<file path="config.mk">
export PLATFORM = sky130hd
export DESIGN_NAME = priority_bitmap_tick_scheduler
export DESIGN_NICKNAME = d
export VERILOG_FILES = /design/src/sv/pbts_pkg.sv /design/src/sv/priority_bitmap_tick_scheduler.sv /design/src/sv/pbts_cell.sv
export VERILOG_INCLUDE_DIRS = /design/src /design/src/sv
export SDC_FILE = /design/constraint.sdc
export NUM_CORES = 2
export LEC_CHECK = 0
export ABC_AREA = 1
export CAP_MARGIN = 5
export CORE_MARGIN = 8
export CORE_UTILIZATION = 40
export DETAILED_ROUTE_END_ITERATION = 12
export DONT_BUFFER_PORTS = 1
export GPL_TIMING_DRIVEN = 1
export PLACE_DENSITY = 0.53
export SYNTH_ARGS = -nofsm -noshare
export SYNTH_HDL_FRONTEND = slang
export SYNTH_SLANG_ARGS = --single-unit
export TNS_END_PERCENT = 30
</file>
<file path="constraint.sdc">
create_clock -name clk -period 14.5 [get_ports clk]
set_input_delay 1.45 -clock clk [delete_from_list [all_inputs] [get_ports clk]]
set_output_delay 1.45 -clock clk [all_outputs]
set_load 0.1 [all_outputs]
</file>
<file path="src/sv/priority_bitmap_tick_scheduler_assert.svh">
// Assertion macros shared by the scheduler RTL.
// Depends on a clock named clk and a reset named rst in the including module.
`ifndef PRIORITY_BITMAP_TICK_SCHEDULER_ASSERT_SVH
`define PRIORITY_BITMAP_TICK_SCHEDULER_ASSERT_SVH

`ifndef SYNTHESIS
// Condition that must hold at every edge outside reset.
`define PBTS_ASSERT(lbl, prop, msg) \
  lbl: assert property (@(posedge clk) disable iff (rst) (prop)) else $error(msg);
// Condition that must hold in the cycle after a trigger.
`define PBTS_ASSERT_NEXT(lbl, trig, prop, msg) \
  lbl: assert property (@(posedge clk) disable iff (rst) (trig) |=> (prop)) else $error(msg);
`else
`define PBTS_ASSERT(lbl, prop, msg)
`define PBTS_ASSERT_NEXT(lbl, trig, prop, msg)
`endif

`endif

</file>
<file path="src/sv/pbts_pkg.sv">
// Types and constants for the priority bitmap tick scheduler.
// Used by pbts_cell and priority_bitmap_tick_scheduler; no dependencies.
package pbts_pkg;

  localparam int NUM_PRIO = 32;
  localparam int PRIO_W   = 5;
  localparam int MASK_W   = 32;
  localparam int TIME_W   = 32;
  localparam int TICKS_W  = 16;

  localparam logic [1:0] REQ_TICK  = 2'd0;
  localparam logic [1:0] REQ_DELAY = 2'd1;
  localparam logic [1:0] REQ_READY = 2'd2;

  typedef struct packed {
    logic [1:0]         req_type;
    logic [PRIO_W-1:0]  task_priority;
    logic [TICKS_W-1:0] delay_ticks;
  } req_t;

  typedef struct packed {
    logic [PRIO_W-1:0] next_priority;
    logic              none_ready;
    logic [MASK_W-1:0] ready_mask;
    logic [MASK_W-1:0] delayed_mask;
  } rsp_t;

  // Scan token walking the cell chain, lowest priority first.
  typedef struct packed {
    logic              active;
    logic              do_wake;
    logic              wrap;
    logic [TIME_W-1:0] now;
    logic              found;
    logic [PRIO_W-1:0] best;
  } tok_t;

  // Update broadcast to the cells at request transfer.
  typedef struct packed {
    logic              en;
    logic              delay;
    logic [PRIO_W-1:0] prio;
    logic [TIME_W-1:0] wake;
    logic              epoch;
  } wr_t;

  typedef enum logic [1:0] {
    ST_IDLE,
    ST_WAVE,
    ST_DONE
  } state_t;

endpackage

</file>
<file path="src/sv/priority_bitmap_tick_scheduler.sv">
// Every request type runs one scan; one scan token walks the row of 32 priority cells,
// one cell per cycle, and the result waits until the output register is free.
// A request is taken only when no scan is in flight; a new one is taken while the previous
// response still waits in the output register.
// Reset (rst, synchronous): masks, tick counter, epoch flags and suspend bit clear.
// Depends on pbts_pkg, pbts_cell and priority_bitmap_tick_scheduler_assert.svh.
`include "priority_bitmap_tick_scheduler_assert.svh"

module priority_bitmap_tick_scheduler import pbts_pkg::*; (
  input  logic clk,
  input  logic rst,
  input  logic req_valid,
  output logic req_ready,
  input  req_t req,
  output logic rsp_valid,
  input  logic rsp_ready,
  output rsp_t rsp,
  input  logic cfg_we,
  input  logic cfg_wdata
);

  state_t              state;
  state_t              state_next;
  logic                tick_suspended;
  logic [TIME_W-1:0]   tick_time;
  logic [TIME_W-1:0]   tick_time_next;
  tok_t                head;
  tok_t                head_next;
  tok_t                tail;
  tok_t                tok [NUM_PRIO+1];
  wr_t                 wr;
  logic                req_xfer;
  logic                load;
  logic [TIME_W:0]     wake_sum;
  logic [NUM_PRIO-1:0] ready_vec;
  logic [NUM_PRIO-1:0] delayed_vec;

  assign req_xfer = req_valid && req_ready;
  assign wake_sum = {1'b0, tick_time} + (TIME_W+1)'(req.delay_ticks);

  always_comb begin
    tick_time_next    = tick_time;
    head_next         = '0;
    head_next.active  = 1'b1;
    head_next.now     = tick_time;
    wr                = '0;
    wr.prio           = req.task_priority;
    wr.wake           = wake_sum[TIME_W-1:0];
    wr.epoch          = wake_sum[TIME_W];
    case (req.req_type)
      REQ_TICK: begin
        if (!tick_suspended) begin
          tick_time_next    = tick_time + TIME_W'(1);
          head_next.do_wake = 1'b1;
          head_next.wrap    = (tick_time_next == '0);
          head_next.now     = tick_time_next;
        end
      end
      REQ_DELAY: begin
        wr.en    = req_xfer && ({1'b0, req.task_priority} < (PRIO_W+1)'(NUM_PRIO));
        wr.delay = 1'b1;
      end
      REQ_READY: begin
        wr.en = req_xfer && ({1'b0, req.task_priority} < (PRIO_W+1)'(NUM_PRIO));
      end
      default: begin
        // unused code: scan only
      end
    endcase
  end

  always_comb begin
    state_next = state;
    req_ready  = 1'b0;
    load       = 1'b0;
    unique case (state)
      ST_IDLE: begin
        req_ready = 1'b1;
        if (req_valid) begin
          state_next = ST_WAVE;
        end
      end
      ST_WAVE: begin
        if (tok[NUM_PRIO].active) begin
          state_next = ST_DONE;
        end
      end
      ST_DONE: begin
        // hold the finished scan until the output register frees up
        if (!rsp_valid || rsp_ready) begin
          load       = 1'b1;
          state_next = ST_IDLE;
        end
      end
      default: state_next = ST_IDLE;
    endcase
  end

  always_ff @(posedge clk) begin
    if (rst) begin
      state          <= ST_IDLE;
      tick_suspended <= 1'b0;
      tick_time      <= '0;
      head           <= '0;
      rsp_valid      <= 1'b0;
    end else begin
      state <= state_next;
      if (cfg_we) begin
        tick_suspended <= cfg_wdata;
      end
      if (req_xfer) begin
        tick_time <= tick_time_next;
        head      <= head_next;
      end else begin
        head <= '0;
      end
      if (load) begin
        rsp_valid <= 1'b1;
      end else if (rsp_ready) begin
        rsp_valid <= 1'b0;
      end
    end
  end

  always_ff @(posedge clk) begin
    if (state == ST_WAVE && tok[NUM_PRIO].active) begin
      tail <= tok[NUM_PRIO];
    end
    if (load) begin
      rsp.next_priority <= tail.found ? tail.best : '0;
      rsp.none_ready    <= !tail.found;
      rsp.ready_mask    <= MASK_W'(ready_vec);
      rsp.delayed_mask  <= MASK_W'(delayed_vec);
    end
  end

  assign tok[0] = head;

  for (genvar i = 0; i < NUM_PRIO; i++) begin : g_cell
    pbts_cell u_cell (
      .clk         (clk),
      .rst         (rst),
      .idx         (PRIO_W'(i)),
      .wr          (wr),
      .tok_in      (tok[i]),
      .tok_out     (tok[i+1]),
      .ready_bit   (ready_vec[i]),
      .delayed_bit (delayed_vec[i])
    );
  end

  `PBTS_ASSERT_NEXT(a_xfer_starts_wave, req_xfer, state == ST_WAVE && head.active,
                    "request transfer did not launch a scan")
  `PBTS_ASSERT(a_no_overlap, !(req_xfer && (tok[NUM_PRIO].active || head.active)),
               "request taken while a scan is in flight")
  `PBTS_ASSERT(a_top_is_ready,
               !(rsp_valid && !rsp.none_ready) || rsp.ready_mask[rsp.next_priority],
               "next_priority not set in ready_mask")
  `PBTS_ASSERT(a_none_empty,
               !(rsp_valid && rsp.none_ready) ||
               (rsp.ready_mask == '0 && rsp.next_priority == '0),
               "none_ready with nonzero mask or priority")

endmodule

</file>
<file path="src/sv/pbts_cell.sv">
// One priority slot: ready/delayed bits, wake time and next-epoch flag.
// Depends on pbts_pkg; chained by priority_bitmap_tick_scheduler.
module pbts_cell import pbts_pkg::*; (
  input  logic              clk,
  input  logic              rst,
  input  logic [PRIO_W-1:0] idx,
  input  wr_t               wr,
  input  tok_t              tok_in,
  output tok_t              tok_out,
  output logic              ready_bit,
  output logic              delayed_bit
);

  logic              ready;
  logic              delayed;
  logic              next_epoch;
  logic [TIME_W-1:0] wake_time;
  logic              sel;
  logic              epoch_eff;
  logic              hit;
  logic              ready_after;
  tok_t              tok_next;

  assign sel = wr.en && (wr.prio == idx);

  always_comb begin
    // a counter wrap moves every pending next-epoch wake into the current epoch
    epoch_eff   = (tok_in.active && tok_in.wrap) ? 1'b0 : next_epoch;
    hit         = tok_in.active && tok_in.do_wake && delayed && !epoch_eff &&
                  (tok_in.now >= wake_time);
    ready_after = ready || hit;
    tok_next    = tok_in;
    if (tok_in.active && ready_after) begin
      tok_next.found = 1'b1;
      tok_next.best  = idx;
    end
  end

  always_ff @(posedge clk) begin
    if (rst) begin
      ready      <= 1'b0;
      delayed    <= 1'b0;
      next_epoch <= 1'b0;
      tok_out    <= '0;
    end else begin
      tok_out <= tok_next;
      if (sel) begin
        if (wr.delay) begin
          next_epoch <= wr.epoch;
          delayed    <= 1'b1;
          ready      <= 1'b0;
        end else begin
          ready <= 1'b1;
        end
      end else if (tok_in.active) begin
        next_epoch <= epoch_eff;
        if (hit) begin
          delayed <= 1'b0;
          ready   <= 1'b1;
        end
      end
    end
  end

  always_ff @(posedge clk) begin
    if (sel && wr.delay) begin
      wake_time <= wr.wake;
    end
  end

  assign ready_bit   = ready;
  assign delayed_bit = delayed;

endmodule
</file>
# Yosys cells after proc, flatten, opt, wreduce, memory -nomap -nowiden
# Cells that the tools add are included.
# W data, S select, Z words.
word_totals:
  register_bits: 2551
  latchBits: 0
  ramBits: 0
  mem_bits_ro: 0
  inputBits: 29
  output_inout_bits: 72
  word_cells: 1334
  n_memories: 0
classes:
  n_addsub: 2
  multipliers: 0
  div: 0
  magnitude_cmp: 32
  eq_ne: 70
  shifts: 0
  mux: 337
  n_bitwise: 3
  reduce_logical: 527
ops:
  columns: ["cell", "count"]
  rows:
  - ["$ge A32 B32 Y1", 32]
  - ["$mux W1", 298]
  - ["$logic_and A1 B1 Y1", 258]
  - ["$mux W6", 32]
  - ["$reduce_bool A2 Y1", 65]
  - ["$reduce_and A2 Y1", 64]
  - ["$reduce_and A3 Y1", 34]
  - ["$eq A5 B5 Y1 const B", 16]
  - ["$mux W34", 2]
  - ["$ne A2 B2 Y1 const B", 33]
  - ["$reduce_or A2 Y1", 33]
  - ["$mux W41", 1]
  - ["$eq A5 B4 Y1 const B", 8]
  - ["$logic_not A1 Y1", 34]
  - ["$add A32 B16 Y33", 1]
  - ["$logic_or A1 B1 Y1", 33]
  - ["$add A32 B1 Y32 const B", 1]
  - ["$logic_not A32 Y1", 1]
  - ["$eq A5 B3 Y1 const B", 4]
  - ["$eq A5 B2 Y1 const B", 2]
  - ["$mux W2", 3]
  - ["$pmux W2 S3", 1]
  - ["$eq A5 B1 Y1 const B", 1]
  - ["$logic_not A5 Y1", 1]
  - ["other kinds (7)", 13]

# Depth between registers and ports, before layout
logic_depth:
  word_depth: 8
  depth_mapped: 17
  depth_no_buf: 17

# Cells and area by module
# Synthesis repeated with hierarchy kept, for this count alone.
hier_totals:
  cells_unflattened: 12168
  hier_area_um2: 112853.2
by_module_without_submodules:
  columns: ["mod", "n_inst", "cells_per_inst", "area_per_inst_um2", "seq_area_each_um2"]
  rows:
  - ["pbts_cell (g_cell[0].u_cell ...)", 31, 353, 3300.7, 1841.8]
  - ["priority_bitmap_tick_scheduler", 1, 878, 7289.5, 3703.6]
  - ["pbts_cell (g_cell[13].u_cell)", 1, 347, 3243.1, 1841.8]

# Worst setup path after synthesis
# No wires, ideal clock.
synth_path:
  path_kind: "input to register"
  from: "input rsp_ready"
  to: "register rsp[0] (netlist name), enable pin"
  setup_ns: 0.584
  arrival_ns: 6.252
  required_ns: 13.916
  slack_ns: 7.664
  path_stages: 2
  n_path_buf: 0
  path_cell_list: "nor2_1 nor3_1"
synth_between:
  elab_chain_len: 3
synth_lines:
  columns: ["element", "line_no", "rtl"]
  rows:
  - ["start: declaration", "priority_bitmap_tick_scheduler.sv:16", "input logic rsp_ready,"]
  - ["$logic_or A1 B1 Y1", "priority_bitmap_tick_scheduler.sv:90", "if (!rsp_valid || rsp_ready) begin"]
  - ["$mux W1", "priority_bitmap_tick_scheduler.sv:90", null]
  - ["$mux W1", "priority_bitmap_tick_scheduler.sv:76", "unique case (state)"]
  - ["named net load", "priority_bitmap_tick_scheduler.sv:33", "logic load;"]
  - ["end: declaration", "priority_bitmap_tick_scheduler.sv:17", "output rsp_t rsp,"]
# The timed path passes the listed nets, and every way through them passes these cells.
# A chain may end at the register's enable or synchronous reset.

# Final worst setup path
layout_path:
  from: "input rst"
  to: "register g_cell[25].u_cell.tok_out[11] (netlist name)"
layout_lines:
  columns: ["element", "line_no", "rtl"]
  rows:
  - ["start: declaration", "priority_bitmap_tick_scheduler.sv:11", "input logic rst,"]
  - ["end signal: assignment", "pbts_cell.sv:46", "tok_out <= tok_next;"]
  - ["end: declaration", "pbts_cell.sv:9", "output tok_t tok_out,"]
# No word-level cell between the ends.

==> results.txt <==
* Overall Global Routing Usage: 19.2%
- Root Driver: clkbuf_16
* Post-Synthesis Cell Area: 105000 um^2
* Proportion of power drawn by combinational gates: under 10%
- The worst setup path is launched from an input pin.
* Number of design-rule violations left by the first detailed-router iteration: 5302
* DRC errors left: 0
* Number of maximum-capacitance violations: 0
- Leaving out fill and tap cells, the most frequent cell in the layout is inv_1.
- Violations in the final reports: slew limit
- Unrepaired setup endpoints after global routing: no
* Leakage power of the design: 0.0543 uW
- Rel. slew slack: -2.37%
- CTS saw approximately 2.5k sinks.
* Max clock buf depth: 4
- Yosys cell types: 51
* Layout Skew: roughly 58 ps
- The congestion estimate from routability-driven global placement came to 0.863.
- The count of pins over their slew limit came to 243.
* Net count after synthesis: 12.1k
- The core region is 262000 um^2.
- The H-tree generated during clock tree synthesis spans 5 levels.
* Max Freq: 201 MHz
- At the worst endpoint, the required time is approximately 15000 ps.
* Most used flip-flop cell after synthesis: dfxtp_1
- The synthesized design contains 1100 enable-type register cells.
- First-pass GRT wire length: 411000 um
- The routed layout has 68.9k vias.
- The share of total power dissipated in the clock network is 47.8%.
- Synthesized area divided by synthesized cell count: 9.60 um^2
- The count of nets left with antenna violations once routing finished came out at 0.
- After detailed routing, the number of vias per cell comes to 4.63.
- Before antenna repair, the detailed router went through 5 iterations.
- Outcome: complete, but fails checks
* Internal power summed over all cells: between 10000 and 15000 uW
- Initial standard-cell utilization of the core: 40.2%
- The cell count after synthesis came out at 11.0k.
- The smallest clock period supported by the final layout is computed as 4980 ps.
- Number of setup violations in the final report: 0
- Ratio of final minimum period to clock period: roughly 34%
* Die footprint: 280000 um^2
- The initialized floorplan defines 188 standard-cell rows.
* Die outline width: ~530 um
- Final Hold Fails: 0
* Sum of overflow across all layers after global routing: 0
- Once placement finished, the instance area stood at 110000 um^2.
- Pin count of the biggest net entering global routing: roughly 1.2k
* Fraction of the yosys area taken by sequential cells: 58.1%
- Clock transition at the register clock pins on the worst setup and hold paths after CTS: 60 ps
- Across the VDD grid, the largest voltage drop is 155 uV.
- Final-stage net count: 12.2k
- Worst hold margin: a little under 400 ps
* Transition time at the pin with the least slew margin: 1540 ps
- Total detailed-routing wirelength: 273000 um
- Number of resized instances in the post-cts repair step: 0
- Sequential power share: 49.5%
* Setup Crit Path Kind: in2reg
- Synthesis-stage register bit count: 2514
- 101 I/O pins were placed.
- Summing all non-filler instances in the final layout gives an area of roughly 120000 um^2.
* Net Sw Power: 3200 uW
* Hold bufs inserted after CTS: 0
- Crit path DAT: 5680 ps
- Yosys printed 0 warnings.
- Area growth from synthesis to layout: 13.5%
- The number of global-route vias before repair is 68.0k.
- Post-CTS timing repair inserted 0 buffers for setup.
* Later-pin clock latency in the skew report: 910 ps
- Cell Pwr Density: ~130 nW/um^2
- For the final routed database, the setup TNS stands at 0 ps.
- Port buffering added 0 buffers.
* Switching power share of the total: between 20% and 30%
* Detail Placement HPWL: 186000 um
* Layout cells sized above 1: under 10%
- The die is 530 um tall.
- Worst hold-check path type: reg2reg
- The library cells used most frequently in the layout, excluding fill and tap cells, are 2751 x inv_1, 1586 x nor2_1, 1414 x dfxtp_1, 1318 x nand2_1, 1100 x edfxtp_1.
- Fraction of synthesis flops using an asynchronous set or reset pin: 0%
- The number of antenna violations at the first check in global routing was 31.
- Maximum net fanout on the critical path: 356
* Kind of capture point of the worst setup path: flip-flop
* CTS tree: yes
- After detailed routing, the average wire length per cell comes to 18.3 um.
- Counting the buffers created by CTS gives 283.
## power groups by stage
stage	clock network [uW]	registers [uW]	logic, uW
after CTS	7330	7450	355
after global routing	7610	7450	432
after floorplan	0	7600	168
final	7180	7450	406
after global placement	0	7610	350
after detailed placement	0	7610	354
## worst paths after layout
path,startpoint,endpoint,slack [ps],cells past startpoint
max,rst,g_cell[25].u_cell.tok_out[11],9520,5
min reg2reg,g_cell[11].u_cell.tok_out[29],g_cell[12].u_cell.tok_out[29],400,2
min,g_cell[11].u_cell.tok_out[29],g_cell[12].u_cell.tok_out[29],400,2
max reg2reg,tick_time[0],g_cell[15].u_cell.wake_time[18],10370,11
## critical path, stage by stage
cell	delay (ps)
buf_16	820
buf_16	850
buf_16	900
buf_16	720
nor2_1	270
## registers in the layout (all words and copies together) (netlist names)
name	count
g_cell.u_cell.tok_out	1247
g_cell.u_cell.wake_time	1024
rsp	70
head	35
g_cell.u_cell.delayed_bit	32
g_cell.u_cell.next_epoch	32
g_cell.u_cell.ready_bit	32
tick_time	32
tail	6
state	2
rsp_valid	1
tick_suspended	1
## logic make-up after synthesis
family | count (synthesis) | share of synthesized area, %
DFF | 2514 | 58.1
AOI/OAI and AO/OA | 1110 | 5.65
xor gates and xnor gates | 40 | 0.332
buffers and inverters | 2943 | 10.5
adders and majority gates | 1044 | 12.4
and+or+nand+nor | 3333 | 12.9
## final cells by class
type / count / area, um^2
well taps: 3515 / 4400
inverters: 2766 / 10400
multi-input cells: 5527 / 33600
flip-flops and latches: 2514 / 61300
diodes: 6 / 15.0
clock inverters: 104 / 1160
repair buffers: 71 / 613
clock buffers: 392 / 8180
fillers: 24799 / 143000
## cell usage after synthesis (all sizes together), types with 27 or more instances
library cell / count / share of area, %
o21a: 67 / 0.48
xor2: 36 / 0.30
nor3: 49 / 0.24
edfxtp: 1100 / 31
nand4: 94 / 0.56
ha: 1043 / 12
clkbuf: 156 / 0.56
nand3: 151 / 0.72
nand2: 1333 / 4.8
nor2: 1632 / 6.1
o21ai: 292 / 1.4
o21bai: 27 / 0.19
a21oi: 657 / 3.1
inv: 2765 / 9.8
dfxtp: 1414 / 27
nand3b: 41 / 0.29
## stage by stage
step	util (%)	total power, uW	std cells	worst slack, ps
detailed placement	42.0	7960	14389	9530
global placement	42.0	7960	14389	9560
CTS	45.6	15100	14885	10350
finish	45.6	15000	14895	9520
floorplan	-	7760	10984	7660
global route	45.6	15500	14890	9180
## per-layer routing
metal / global-route usage [%] / routed length (um) / up-vias
li1: - / - / 34580
met1: 27.2 / 129000 / 32191
met2: 30.2 / 119000 / 1664
met3: 2.63 / 15100 / 477
met4: 6.78 / 10400 / 0
met5: 0 / 0 / -
Power figures use the tool's default switching activity.
